$ cat src/rtl/radix_converter_top_assert.svh
// assertion macros for the radix converter
// both sample on the rising edge of clk and are off while rst_n is low
`ifndef RADIX_CONVERTER_TOP_ASSERT_SVH
`define RADIX_CONVERTER_TOP_ASSERT_SVH

// antecedent implies consequent in the same cycle
`define RC_ASSERT_SAME(label, ante, cons, msg) \
    label: assert property (@(posedge clk) disable iff (!rst_n) (ante) |-> (cons)) \
        else $error(msg);

// antecedent implies consequent in the next cycle
`define RC_ASSERT_NEXT(label, ante, cons, msg) \
    label: assert property (@(posedge clk) disable iff (!rst_n) (ante) |=> (cons)) \
        else $error(msg);

`endif

$ cat src/rtl/rc_pkg.sv
`default_nettype none

package rc_pkg;

    // digit store geometry
    localparam int MAX_DIGITS = 32;
    localparam int ADDR_W     = 5;
    localparam int COUNT_W    = 6;

    // radix limits
    localparam logic [4:0] MIN_TARGET = 5'd2;
    localparam logic [4:0] MAX_RADIX  = 5'd16;
    localparam logic [4:0] MIN_SOURCE = 5'd1;

    // character mapping
    localparam logic [3:0] DEC_BASE    = 4'd10;
    localparam logic [6:0] CHAR_ZERO   = 7'h30;
    localparam logic [6:0] CHAR_LETTER = 7'h41;

    // status codes
    localparam logic [1:0] STATUS_OK        = 2'd0;
    localparam logic [1:0] STATUS_BAD_RADIX = 2'd1;
    localparam logic [1:0] STATUS_OVERFLOW  = 2'd2;

    // register indexes (paddr bit 2)
    localparam logic REG_SOURCE_RADIX = 1'b0;
    localparam logic REG_TARGET_RADIX = 1'b1;

    typedef enum logic [2:0] {
        ST_IDLE,
        ST_DIV,
        ST_RD,
        ST_LOAD,
        ST_ERR
    } rc_state_t;

    typedef struct packed {
        logic [3:0] digit_in;
        logic       last_in;
    } in_word_t;

    typedef struct packed {
        logic [3:0] digit_out;
        logic [6:0] char_out;
        logic       last_out;
        logic [1:0] status;
    } out_word_t;

    typedef struct packed {
        logic [4:0] source_radix;
        logic [4:0] target_radix;
    } rc_cfg_t;

    typedef struct packed {
        logic              wr_en;
        logic [ADDR_W-1:0] wr_addr;
        logic [3:0]        wr_data;
        logic              rd_en;
        logic [ADDR_W-1:0] rd_addr;
    } mem_req_t;

    // ascii character of one digit
    function automatic logic [6:0] ascii_of(input logic [3:0] d);
        logic [6:0] ch;
        if (d < DEC_BASE)
        begin
            ch = CHAR_ZERO + 7'(d);
        end
        else
        begin
            ch = CHAR_LETTER + 7'(d - DEC_BASE);
        end
        return ch;
    endfunction

endpackage

`default_nettype wire

$ cat src/rtl/rc_chan_if.sv
`default_nettype none

interface rc_chan_if #(
    parameter type payload_t = logic
);
    logic     valid;
    logic     ready;
    payload_t payload;

    modport source (output valid, output payload, input ready);
    modport sink   (input valid, input payload, output ready);
endinterface

`default_nettype wire

$ cat src/rtl/rc_apb_regs.sv
`default_nettype none

module rc_apb_regs
    import rc_pkg::*;
(
    input  wire logic        clk,
    input  wire logic        rst_n,
    input  wire logic        psel,
    input  wire logic        penable,
    input  wire logic        pwrite,
    input  wire logic [2:0]  paddr,
    input  wire logic [31:0] pwdata,
    output logic      [31:0] prdata,
    output logic             pready,
    output rc_cfg_t          cfg
);

    logic [4:0] source_reg;
    logic [4:0] target_reg;
    logic       wr_fire;

    assign pready  = 1'b1;
    assign wr_fire = psel && penable && pwrite;

    // register writes
    always_ff @(posedge clk or negedge rst_n)
    begin
        if (!rst_n)
        begin
            source_reg <= 5'd10;
            target_reg <= 5'd2;
        end
        else if (wr_fire)
        begin
            unique case (paddr[2])
                REG_SOURCE_RADIX: source_reg <= pwdata[4:0];
                REG_TARGET_RADIX: target_reg <= pwdata[4:0];
                default:          source_reg <= source_reg;
            endcase
        end
    end

    // read back
    always_comb
    begin
        unique case (paddr[2])
            REG_SOURCE_RADIX: prdata = {27'd0, source_reg};
            REG_TARGET_RADIX: prdata = {27'd0, target_reg};
            default:          prdata = 32'd0;
        endcase
    end

    assign cfg.source_radix = source_reg;
    assign cfg.target_radix = target_reg;

endmodule

`default_nettype wire

$ cat src/rtl/rc_div_unit.sv
`default_nettype none

module rc_div_unit
    import rc_pkg::*;
#(
    parameter int VALUE_BITS = 32
)
(
    input  wire logic                  clk,
    input  wire logic                  rst_n,
    input  wire logic                  start,
    input  wire logic [VALUE_BITS-1:0] dividend,
    input  wire logic [4:0]            divisor,
    output logic                       done,
    output logic      [VALUE_BITS-1:0] quotient,
    output logic      [3:0]            remainder
);

    localparam int CNT_W = $clog2(VALUE_BITS + 1);

    logic [CNT_W-1:0]      cnt_reg;
    logic                  done_reg;
    logic [VALUE_BITS-1:0] quot_reg;
    logic [3:0]            rem_reg;
    logic [4:0]            div_reg;
    logic [4:0]            trial;
    logic [4:0]            diff;
    logic                  fits;

    // one restoring shift-subtract step per cycle
    assign trial = {rem_reg, quot_reg[VALUE_BITS-1]};
    assign diff  = trial - div_reg;
    assign fits  = (trial >= div_reg);

    // step counter and done pulse
    always_ff @(posedge clk or negedge rst_n)
    begin
        if (!rst_n)
        begin
            cnt_reg  <= '0;
            done_reg <= 1'b0;
        end
        else
        begin
            done_reg <= (cnt_reg == CNT_W'(1));
            if (start)
            begin
                cnt_reg <= CNT_W'(VALUE_BITS);
            end
            else if (cnt_reg != '0)
            begin
                cnt_reg <= cnt_reg - CNT_W'(1);
            end
        end
    end

    // datapath
    always_ff @(posedge clk)
    begin
        if (start)
        begin
            quot_reg <= dividend;
            rem_reg  <= 4'd0;
            div_reg  <= divisor;
        end
        else if (cnt_reg != '0)
        begin
            quot_reg <= {quot_reg[VALUE_BITS-2:0], fits};
            rem_reg  <= fits ? diff[3:0] : trial[3:0];
        end
    end

    assign done      = done_reg;
    assign quotient  = quot_reg;
    assign remainder = rem_reg;

endmodule

`default_nettype wire

$ cat src/rtl/rc_digit_buf.sv
`default_nettype none

module rc_digit_buf
    import rc_pkg::*;
(
    input  wire logic       clk,
    input  wire mem_req_t   req,
    output logic      [3:0] rd_data
);

    logic [3:0] mem [MAX_DIGITS];
    logic [3:0] rd_data_reg;

    // one write and one registered read per cycle
    always_ff @(posedge clk)
    begin
        if (req.wr_en)
        begin
            mem[req.wr_addr] <= req.wr_data;
        end
        if (req.rd_en)
        begin
            rd_data_reg <= mem[req.rd_addr];
        end
    end

    assign rd_data = rd_data_reg;

endmodule

`default_nettype wire

$ cat src/rtl/radix_converter_top.sv
// channel  dir  word fields                              handshake
// din      in   digit_in[3:0] last_in                    valid/ready
// dout     out  digit_out[3:0] char_out[6:0] last_out    valid/ready
//               status[1:0]
// apb      in   source_radix @0x0, target_radix @0x4     psel/penable, pready=1
//
// the multiply-add of a digit that is not last is done on accept
// a last digit runs the shared bit-serial divider once per target digit, then
// each emitted word takes a store read (ST_RD) and an output load (ST_LOAD)
// an error word is loaded in ST_ERR after the last digit, once the output register is free
// rst_n is asynchronous; the digit store is not cleared and needs no pass
// a stalled dout holds its output register and the sequencer waits on it to load a word
`default_nettype none

module radix_converter_top
    import rc_pkg::*;
#(
    parameter int VALUE_BITS = 32
)
(
    input  wire logic        clk,
    input  wire logic        rst_n,
    rc_chan_if.sink          din,
    rc_chan_if.source        dout,
    input  wire logic        psel,
    input  wire logic        penable,
    input  wire logic        pwrite,
    input  wire logic [2:0]  paddr,
    input  wire logic [31:0] pwdata,
    output logic      [31:0] prdata,
    output logic             pready
);

    localparam int WIDE_W = VALUE_BITS + 5;

    rc_cfg_t               cfg;
    rc_state_t             state_reg, state_next;
    logic [VALUE_BITS-1:0] acc_reg, acc_next;
    logic                  ovf_reg, ovf_next;
    logic [COUNT_W-1:0]    n_reg, n_next;
    logic [ADDR_W-1:0]     k_reg, k_next;
    logic [1:0]            err_reg, err_next;
    logic                  out_valid_reg, out_valid_next;
    out_word_t             out_word_reg, out_word_next;

    logic [4:0]            radix_eff;
    logic [WIDE_W-1:0]     sum;
    logic                  ovf_hit;
    logic                  tgt_ok;
    logic                  in_fire;
    logic                  out_free;
    logic                  last_k;
    logic [COUNT_W-1:0]    rd_idx;
    in_word_t              in_word;

    logic                  div_start;
    logic [VALUE_BITS-1:0] div_dividend;
    logic                  div_done;
    logic [VALUE_BITS-1:0] div_quot;
    logic [3:0]            div_rem;

    mem_req_t              mem_req;
    logic [3:0]            mem_rd_data;

    rc_apb_regs u_regs (
        .clk     (clk),
        .rst_n   (rst_n),
        .psel    (psel),
        .penable (penable),
        .pwrite  (pwrite),
        .paddr   (paddr),
        .pwdata  (pwdata),
        .prdata  (prdata),
        .pready  (pready),
        .cfg     (cfg)
    );

    rc_div_unit #(
        .VALUE_BITS (VALUE_BITS)
    ) u_div (
        .clk       (clk),
        .rst_n     (rst_n),
        .start     (div_start),
        .dividend  (div_dividend),
        .divisor   (cfg.target_radix),
        .done      (div_done),
        .quotient  (div_quot),
        .remainder (div_rem)
    );

    rc_digit_buf u_buf (
        .clk     (clk),
        .req     (mem_req),
        .rd_data (mem_rd_data)
    );

    assign in_word = din.payload;

    // clamp source radix to 1..16
    always_comb
    begin
        if (cfg.source_radix < MIN_SOURCE)
        begin
            radix_eff = MIN_SOURCE;
        end
        else if (cfg.source_radix > MAX_RADIX)
        begin
            radix_eff = MAX_RADIX;
        end
        else
        begin
            radix_eff = cfg.source_radix;
        end
    end

    // accumulate: value * radix + digit, overflow from the upper bits
    assign sum     = WIDE_W'(acc_reg) * WIDE_W'(radix_eff) + WIDE_W'(in_word.digit_in);
    assign ovf_hit = |sum[WIDE_W-1:VALUE_BITS];
    assign tgt_ok  = (cfg.target_radix >= MIN_TARGET) && (cfg.target_radix <= MAX_RADIX);

    assign din.ready  = (state_reg == ST_IDLE);
    assign in_fire    = din.valid && din.ready;
    assign out_free   = !out_valid_reg || dout.ready;
    assign rd_idx     = n_reg - COUNT_W'(1) - COUNT_W'(k_reg);
    assign last_k     = (COUNT_W'(k_reg) == n_reg - COUNT_W'(1));

    assign dout.valid   = out_valid_reg;
    assign dout.payload = out_word_reg;

    // sequencer
    always_comb
    begin
        state_next     = state_reg;
        acc_next       = acc_reg;
        ovf_next       = ovf_reg;
        n_next         = n_reg;
        k_next         = k_reg;
        err_next       = err_reg;
        out_valid_next = out_valid_reg && !dout.ready;
        out_word_next  = out_word_reg;
        div_start      = 1'b0;
        div_dividend   = div_quot;
        mem_req        = '0;

        unique case (state_reg)
            ST_IDLE:
            begin
                if (in_fire)
                begin
                    acc_next = sum[VALUE_BITS-1:0];
                    ovf_next = ovf_reg || ovf_hit;
                    if (in_word.last_in)
                    begin
                        acc_next = '0;
                        ovf_next = 1'b0;
                        n_next   = '0;
                        if (!tgt_ok)
                        begin
                            err_next   = STATUS_BAD_RADIX;
                            state_next = ST_ERR;
                        end
                        else if (ovf_reg || ovf_hit)
                        begin
                            err_next   = STATUS_OVERFLOW;
                            state_next = ST_ERR;
                        end
                        else
                        begin
                            div_start    = 1'b1;
                            div_dividend = sum[VALUE_BITS-1:0];
                            state_next   = ST_DIV;
                        end
                    end
                end
            end
            ST_DIV:
            begin
                if (div_done)
                begin
                    mem_req.wr_en   = 1'b1;
                    mem_req.wr_addr = n_reg[ADDR_W-1:0];
                    mem_req.wr_data = div_rem;
                    n_next          = n_reg + COUNT_W'(1);
                    if (div_quot == '0)
                    begin
                        k_next     = '0;
                        state_next = ST_RD;
                    end
                    else if (n_reg == COUNT_W'(MAX_DIGITS - 1))
                    begin
                        // more target digits than the store holds
                        n_next     = '0;
                        err_next   = STATUS_OVERFLOW;
                        state_next = ST_ERR;
                    end
                    else
                    begin
                        div_start = 1'b1;
                    end
                end
            end
            ST_RD:
            begin
                mem_req.rd_en   = 1'b1;
                mem_req.rd_addr = rd_idx[ADDR_W-1:0];
                state_next      = ST_LOAD;
            end
            ST_LOAD:
            begin
                if (out_free)
                begin
                    out_valid_next          = 1'b1;
                    out_word_next.digit_out = mem_rd_data;
                    out_word_next.char_out  = ascii_of(mem_rd_data);
                    out_word_next.last_out  = last_k;
                    out_word_next.status    = STATUS_OK;
                    if (last_k)
                    begin
                        state_next = ST_IDLE;
                    end
                    else
                    begin
                        k_next     = k_reg + ADDR_W'(1);
                        state_next = ST_RD;
                    end
                end
            end
            ST_ERR:
            begin
                if (out_free)
                begin
                    out_valid_next          = 1'b1;
                    out_word_next.digit_out = 4'd0;
                    out_word_next.char_out  = 7'd0;
                    out_word_next.last_out  = 1'b1;
                    out_word_next.status    = err_reg;
                    state_next              = ST_IDLE;
                end
            end
            default:
            begin
                state_next = ST_IDLE;
            end
        endcase
    end

    // state register
    always_ff @(posedge clk or negedge rst_n)
    begin
        if (!rst_n)
        begin
            state_reg     <= ST_IDLE;
            acc_reg       <= '0;
            ovf_reg       <= 1'b0;
            n_reg         <= '0;
            k_reg         <= '0;
            err_reg       <= STATUS_OK;
            out_valid_reg <= 1'b0;
        end
        else
        begin
            state_reg     <= state_next;
            acc_reg       <= acc_next;
            ovf_reg       <= ovf_next;
            n_reg         <= n_next;
            k_reg         <= k_next;
            err_reg       <= err_next;
            out_valid_reg <= out_valid_next;
        end
    end

    // output word register
    always_ff @(posedge clk)
    begin
        out_word_reg <= out_word_next;
    end

`include "radix_converter_top_assert.svh"

    // divider finishes only while the sequencer waits on it
    `RC_ASSERT_SAME(a_div_done_in_div, div_done, state_reg == ST_DIV, "divider done outside DIV")

    // a last digit leaves the accumulator and overflow flag clear
    `RC_ASSERT_NEXT(a_last_clears_acc, in_fire && in_word.last_in, acc_reg == '0 && !ovf_reg,
        "accumulator not cleared after last digit")

    // store reads stay inside the digits of this conversion
    `RC_ASSERT_SAME(a_rd_in_range, state_reg == ST_RD,
        n_reg != '0 && COUNT_W'(k_reg) < n_reg, "digit store read out of range")

    // error words carry a zero digit and close the conversion
    `RC_ASSERT_SAME(a_err_word, out_valid_reg && out_word_reg.status != STATUS_OK,
        out_word_reg.last_out && out_word_reg.digit_out == 4'd0, "malformed error word")

endmodule

`default_nettype wire
$ cat src/flat_wrapper.sv
// flat-port wrapper written by rule: the top's interface ports become plain ports
module radix_converter_top_flat import rc_pkg::*;
#(
    parameter int VALUE_BITS = 32
)
  (clk, rst_n, psel, penable, pwrite, paddr, pwdata, prdata, pready, din_valid, din_payload, din_ready, dout_valid, dout_payload, dout_ready);
  rc_chan_if din_i ();
  rc_chan_if dout_i ();
  input  wire logic clk;
  input  wire logic rst_n;
  input  wire logic psel;
  input  wire logic penable;
  input  wire logic pwrite;
  input  wire logic [2:0] paddr;
  input  wire logic [31:0] pwdata;
  output logic      [31:0] prdata;
  output logic pready;
  input wire logic [$bits(din_i.valid)-1:0] din_valid;
  input wire logic [$bits(din_i.payload)-1:0] din_payload;
  output wire logic [$bits(din_i.ready)-1:0] din_ready;
  output wire logic [$bits(dout_i.valid)-1:0] dout_valid;
  output wire logic [$bits(dout_i.payload)-1:0] dout_payload;
  input wire logic [$bits(dout_i.ready)-1:0] dout_ready;
  assign din_i.valid = din_valid;
  assign din_i.payload = din_payload;
  assign din_ready = din_i.ready;
  assign dout_valid = dout_i.valid;
  assign dout_payload = dout_i.payload;
  assign dout_i.ready = dout_ready;
  radix_converter_top #(.VALUE_BITS(VALUE_BITS)) u_core (.clk(clk), .rst_n(rst_n), .din(din_i), .dout(dout_i), .psel(psel), .penable(penable), .pwrite(pwrite), .paddr(paddr), .pwdata(pwdata), .prdata(prdata), .pready(pready));
endmodule
$ cat config.mk
export PLATFORM = sky130hd
export DESIGN_NAME = radix_converter_top_flat
export DESIGN_NICKNAME = d
export VERILOG_FILES = /design/src/rtl/rc_pkg.sv /design/src/rtl/rc_chan_if.sv /design/src/rtl/rc_apb_regs.sv /design/src/rtl/rc_div_unit.sv /design/src/rtl/rc_digit_buf.sv /design/src/rtl/radix_converter_top.sv /design/src/flat_wrapper.sv
export VERILOG_INCLUDE_DIRS = /design/src /design/src/rtl
export SDC_FILE = /design/constraint.sdc
export NUM_CORES = 1
export LEC_CHECK = 0
export BUFFER_PORTS_ARGS = -buffer_cell sky130_fd_sc_hd__clkbuf_2
export CAP_MARGIN = 20
export CORE_MARGIN = 2
export CORE_UTILIZATION = 55
export CTS_CLUSTER_DIAMETER = 120
export DETAILED_ROUTE_END_ITERATION = 6
export PLACE_DENSITY = 0.74
export SETUP_SLACK_MARGIN = 0.15
export SYNTH_ARGS = -nofsm -noshare
export SYNTH_HDL_FRONTEND = slang
export SYNTH_SLANG_ARGS = --single-unit
$ cat constraint.sdc
create_clock -name clk -period 7.21 [get_ports clk]
set_input_delay 1.442 -clock clk [delete_from_list [all_inputs] [get_ports clk]]
set_output_delay 1.442 -clock clk [all_outputs]
set_load 0.02 [all_outputs]
==> summary.md <==
| Metric | Value |
|---|---|
| Crit Path Max Fanout | `46` |
| Largest area contributor in the netlist | `fa_1` |
| Outcome | `finished clean` |
| Area after DPL | `10900 um2` |
| Core Box Area | `18900 um2` |
| Hold Path Class | `reg -> reg` |
| Vias in the first global route | `between 7000 and 8000` |
| Cts repair resizes | `0` |
| Non-filler cells, final | `roughly 1400` |
| Count leader, synth | `inv_1` |
| Sequential power share | `0.442` |
| Vias after detailed routing | `around 7600` |
| R2R Path Start | `u_core.u_regs.source_reg[4]` |
| Switching power total | `between 0.7 and 0.8 mW` |
| Critical Path Sink Type | `flip-flop` |
| Initial DRC count | `a little under 600` |
| Post-CTS Setup Bufs | `0` |
| Die extent in x | `143 um` |
| Hold_ws | `between 0.4 and 0.5 ns` |
| Die area | `~21000 um2` |
| Worst path slowest cell | `dfrtp_1` |
| Period minus WS final | `6.55 ns` |
| RSZ-0062 raised after global routing | `false` |
| Crit path launch | `u_core.u_regs.source_reg[4]` |
| Finished Cell Area | `roughly 11000 um2` |
| Distinct cell type count after synthesis | `just under 80` |
| Num rows | `50` |
| Async SR Flop Fraction | `0.611` |
| Max stage delay on crit path | `between 0.6 and 0.7 ns` |
| Top cell type's share of synthesized area | `0.171` |
| Cell count after synthesis | `1122` |
| Final Hold Viols | `0` |
| Routed WL | `about 22000 um` |
| Placed instance count | `approximately 1400` |
| CP Cell Sequence | `nor2b_2, buf_4, and2_1, fa_1, fa_1, inv_1, fa_1, inv_1, ha_1, o211ai_1, a21oi_1, o21ai_1, o21ai_1, a41oi_1, xnor2_1, nor4_4, a31oi_4, inv_4, buf_4, mux2_1` |
| Combinational share of power | `0.331` |
| Clock group share of total power | `0.228` |
| Sw frac | `0.343` |
| Synth warnings | `0` |
| CP startpoint kind | `flip-flop` |
| Clock transition at the registers of the reported paths | `roughly 0.070 ns` |
| Syn_area_per_cell | `9.52 um2` |
| CTS Buf Count | `9` |
| Worst Path Arrival | `6.65 ns` |
| Worst setup margin | `about 0.66 ns` |
| Post-CTS Hold Fix Bufs | `0` |
| Ant diodes | `0` |
| Final setup viols | `0` |
| Via density | `roughly 5.5` |
| Max Transition Viols Final | `0` |
| Worst slew margin | `0.402` |
| # DRC | `0` |
| First-pass DRT Iterations | `5` |
| Dpl ws | `just over 0.7 ns` |
| Later-pin clock latency in the skew report | `approximately 0.35 ns` |
| Register area share after synthesis | `0.269` |
| Max-cap violations | `0` |
| Clock sink count | `108` |
| Final period util | `0.909` |
| Synth top area cells | `fa_1 17%, dfrtp_1 15%, edfxtp_1 11%` |
| Pin slew with the least headroom to its limit | `about 0.90 ns` |
| Area grow syn2layout | `4.49%` |
| WS Path Type | `reg -> reg` |
| H-tree depth | `3` |
| TritonCTS clock tree | `built` |
| RePlAce Congestion | `just over 0.9` |
| Root buf cell | `clkbuf_16` |
| Register area | `roughly 2900 um2` |
| Dpl hpwl | `16700 um` |
| GRT Util Overall | `0.233` |
| WL per Instance | `~16 um` |
| Layout cells sized above 1 | `0.0970` |
| LEAKAGE | `~5.4 nW` |
| Final #Nets | `1309` |
| Die height | `~140 um` |
| Critical path's most frequent cell | `fa_1` |
| Global-route wire length before repair | `38600 um` |
| Remaining Overflow, GRT | `0` |
| Mapped cell area | `between 10000 and 15000 um2` |
| Pwr dens | `193 nW/um2` |
| Initial Utilization | `0.565` |
| Internal power | `1.41 mW` |
| Primary FF master, synth | `dfrtp_1` |
| Top delay family on crit path | `adder cells` |
| Number of synthesized flops with an enable pin | `38` |
| Port Buf Inserts | `21` |
| Peak VDD IR | `roughly 0.00012 V` |
| Initial antenna violation count | `0` |
| Setup Total Neg Slack | `0 ns` |
| Multi-input combinational cell area | `6940 um2` |
| Fmax achieved | `0.153 GHz` |
| FILL cells | `around 1700` |
| Top cells by count, synth | `141 x inv_1, 133 x and2_1, 91 x fa_1, 87 x nand2_1, 63 x dfrtp_1` |
| IO Pins | `79` |
| Hold Path Origin | `u_core.u_div.remainder[1]` |
| #FFs+latches synth | `approximately 110` |
| Clk_skew | `0.00980 ns` |
| Worst EP required | `about 7.3 ns` |
| Largest net degree at the start of global routing | `67` |
| CTS Buffer Depth | `2` |
| Post-layout util | `0.591` |
| Buf/Inv on CP | `5` |
| DRT antenna net count | `0` |
| Final Power | `between 2 and 2.5 mW` |
==> routing by layer <==
metal  global-route usage  vias to the layer above  wire length [um]
li1                     -                     3675                 -
met1                0.330                     3807             10700
met2                0.387                      142             10500
met3               0.0353                       17               794
met4               0.0397                        0               270
met5                    0                        -                 0
==> worst register-to-register path: stages, from the launching register on <==
cell and delay (ns):
dfrtp_1 0.61, nor2b_2 0.19, buf_4 0.34, and2_1 0.22, fa_1 0.45, fa_1 0.55, inv_1 0.06, fa_1 0.53
inv_1 0.04, ha_1 0.36, o211ai_1 0.11, a21oi_1 0.21, o21ai_1 0.18, o21ai_1 0.39, a41oi_1 0.22, xnor2_1 0.20
nor4_4 0.39, a31oi_4 0.16, inv_4 0.08, buf_4 0.58, mux2_1 0.42
==> cell type report <==
class | count | area share
well taps | 260 | 0.0292
flip-flops and latches | 108 | 0.258
clock inverters | 6 | 0.00493
inverters | 142 | 0.0480
multi-input cells | 827 | 0.622
repair buffers | 31 | 0.0173
clock buffers | 10 | 0.0205
==> path summary, 6_finish.rpt <==
| path | to | slack (ns) | depth (start not counted) |
|---|---|---|---|
| min in group asynchronous | u_core.acc_reg[7] | 1.29 | 2 |
| max in group asynchronous | u_core.acc_reg[31] | 5.31 | 2 |
| worst min-delay path | u_core.u_div.remainder[1] | 0.49 | 2 |
| worst min register to register | u_core.u_div.remainder[1] | 0.49 | 2 |
| worst max-delay path | u_core.u_div.quotient[31] | 0.66 | 20 |
| worst max register to register | u_core.u_div.quotient[31] | 0.66 | 20 |
==> cells in the final DEF, fill, tap and decap left out, types with 5 or more instances in the layout <==
master	Yosys	layout
a211oi_1	5	5
conb_1	2	28
mux2_2	15	15
nand2b_1	11	11
nor2b_1	10	7
o211ai_1	6	6
nand3_1	17	17
o31ai_1	6	6
a21oi_1	58	58
buf_4	30	9
nor4_1	10	10
a21boi_0	5	5
clkbuf_2	0	20
mux2i_1	6	6
o21ai_0	44	44
edfxtp_1	38	38
o21a_1	8	8
inv_1	141	141
a21o_1	8	8
nor3_1	13	13
nand4_1	9	9
mux2_4	27	27
a22o_1	27	27
and2_1	133	133
and3_1	9	9
xor2_1	12	12
fa_1	91	91
ha_1	56	56
xnor2_1	32	32
clkbuf_16	0	9
nor2_1	40	38
nand2_1	87	87
dfrtp_1	63	63
==> power groups by stage <==
stage,sequential (mW),clock [mW],combinational [mW]
floorplan,0.914,0,0.580
global placement,0.954,0,0.695
detailed placement,0.958,0,0.711
CTS,0.949,0.496,0.714
global route,0.971,0.518,0.790
finish,0.951,0.490,0.712
==> cell families after synthesis <==
| family | count (synthesis) | share of synthesized area |
|---|---|---|
| AO/OA/AOI/OAI | 200 | 0.124 |
| XOR/XNOR | 44 | 0.0361 |
| AND/OR/NAND/NOR | 357 | 0.180 |
| buffers and inverters | 213 | 0.0913 |
| other | 2 | 0.000703 |
| multiplexers | 51 | 0.0626 |
| adder cells (fa/ha/maj) | 147 | 0.236 |
| flip-flops | 108 | 0.269 |
Note: power is estimated with default switching activity, not from simulation.
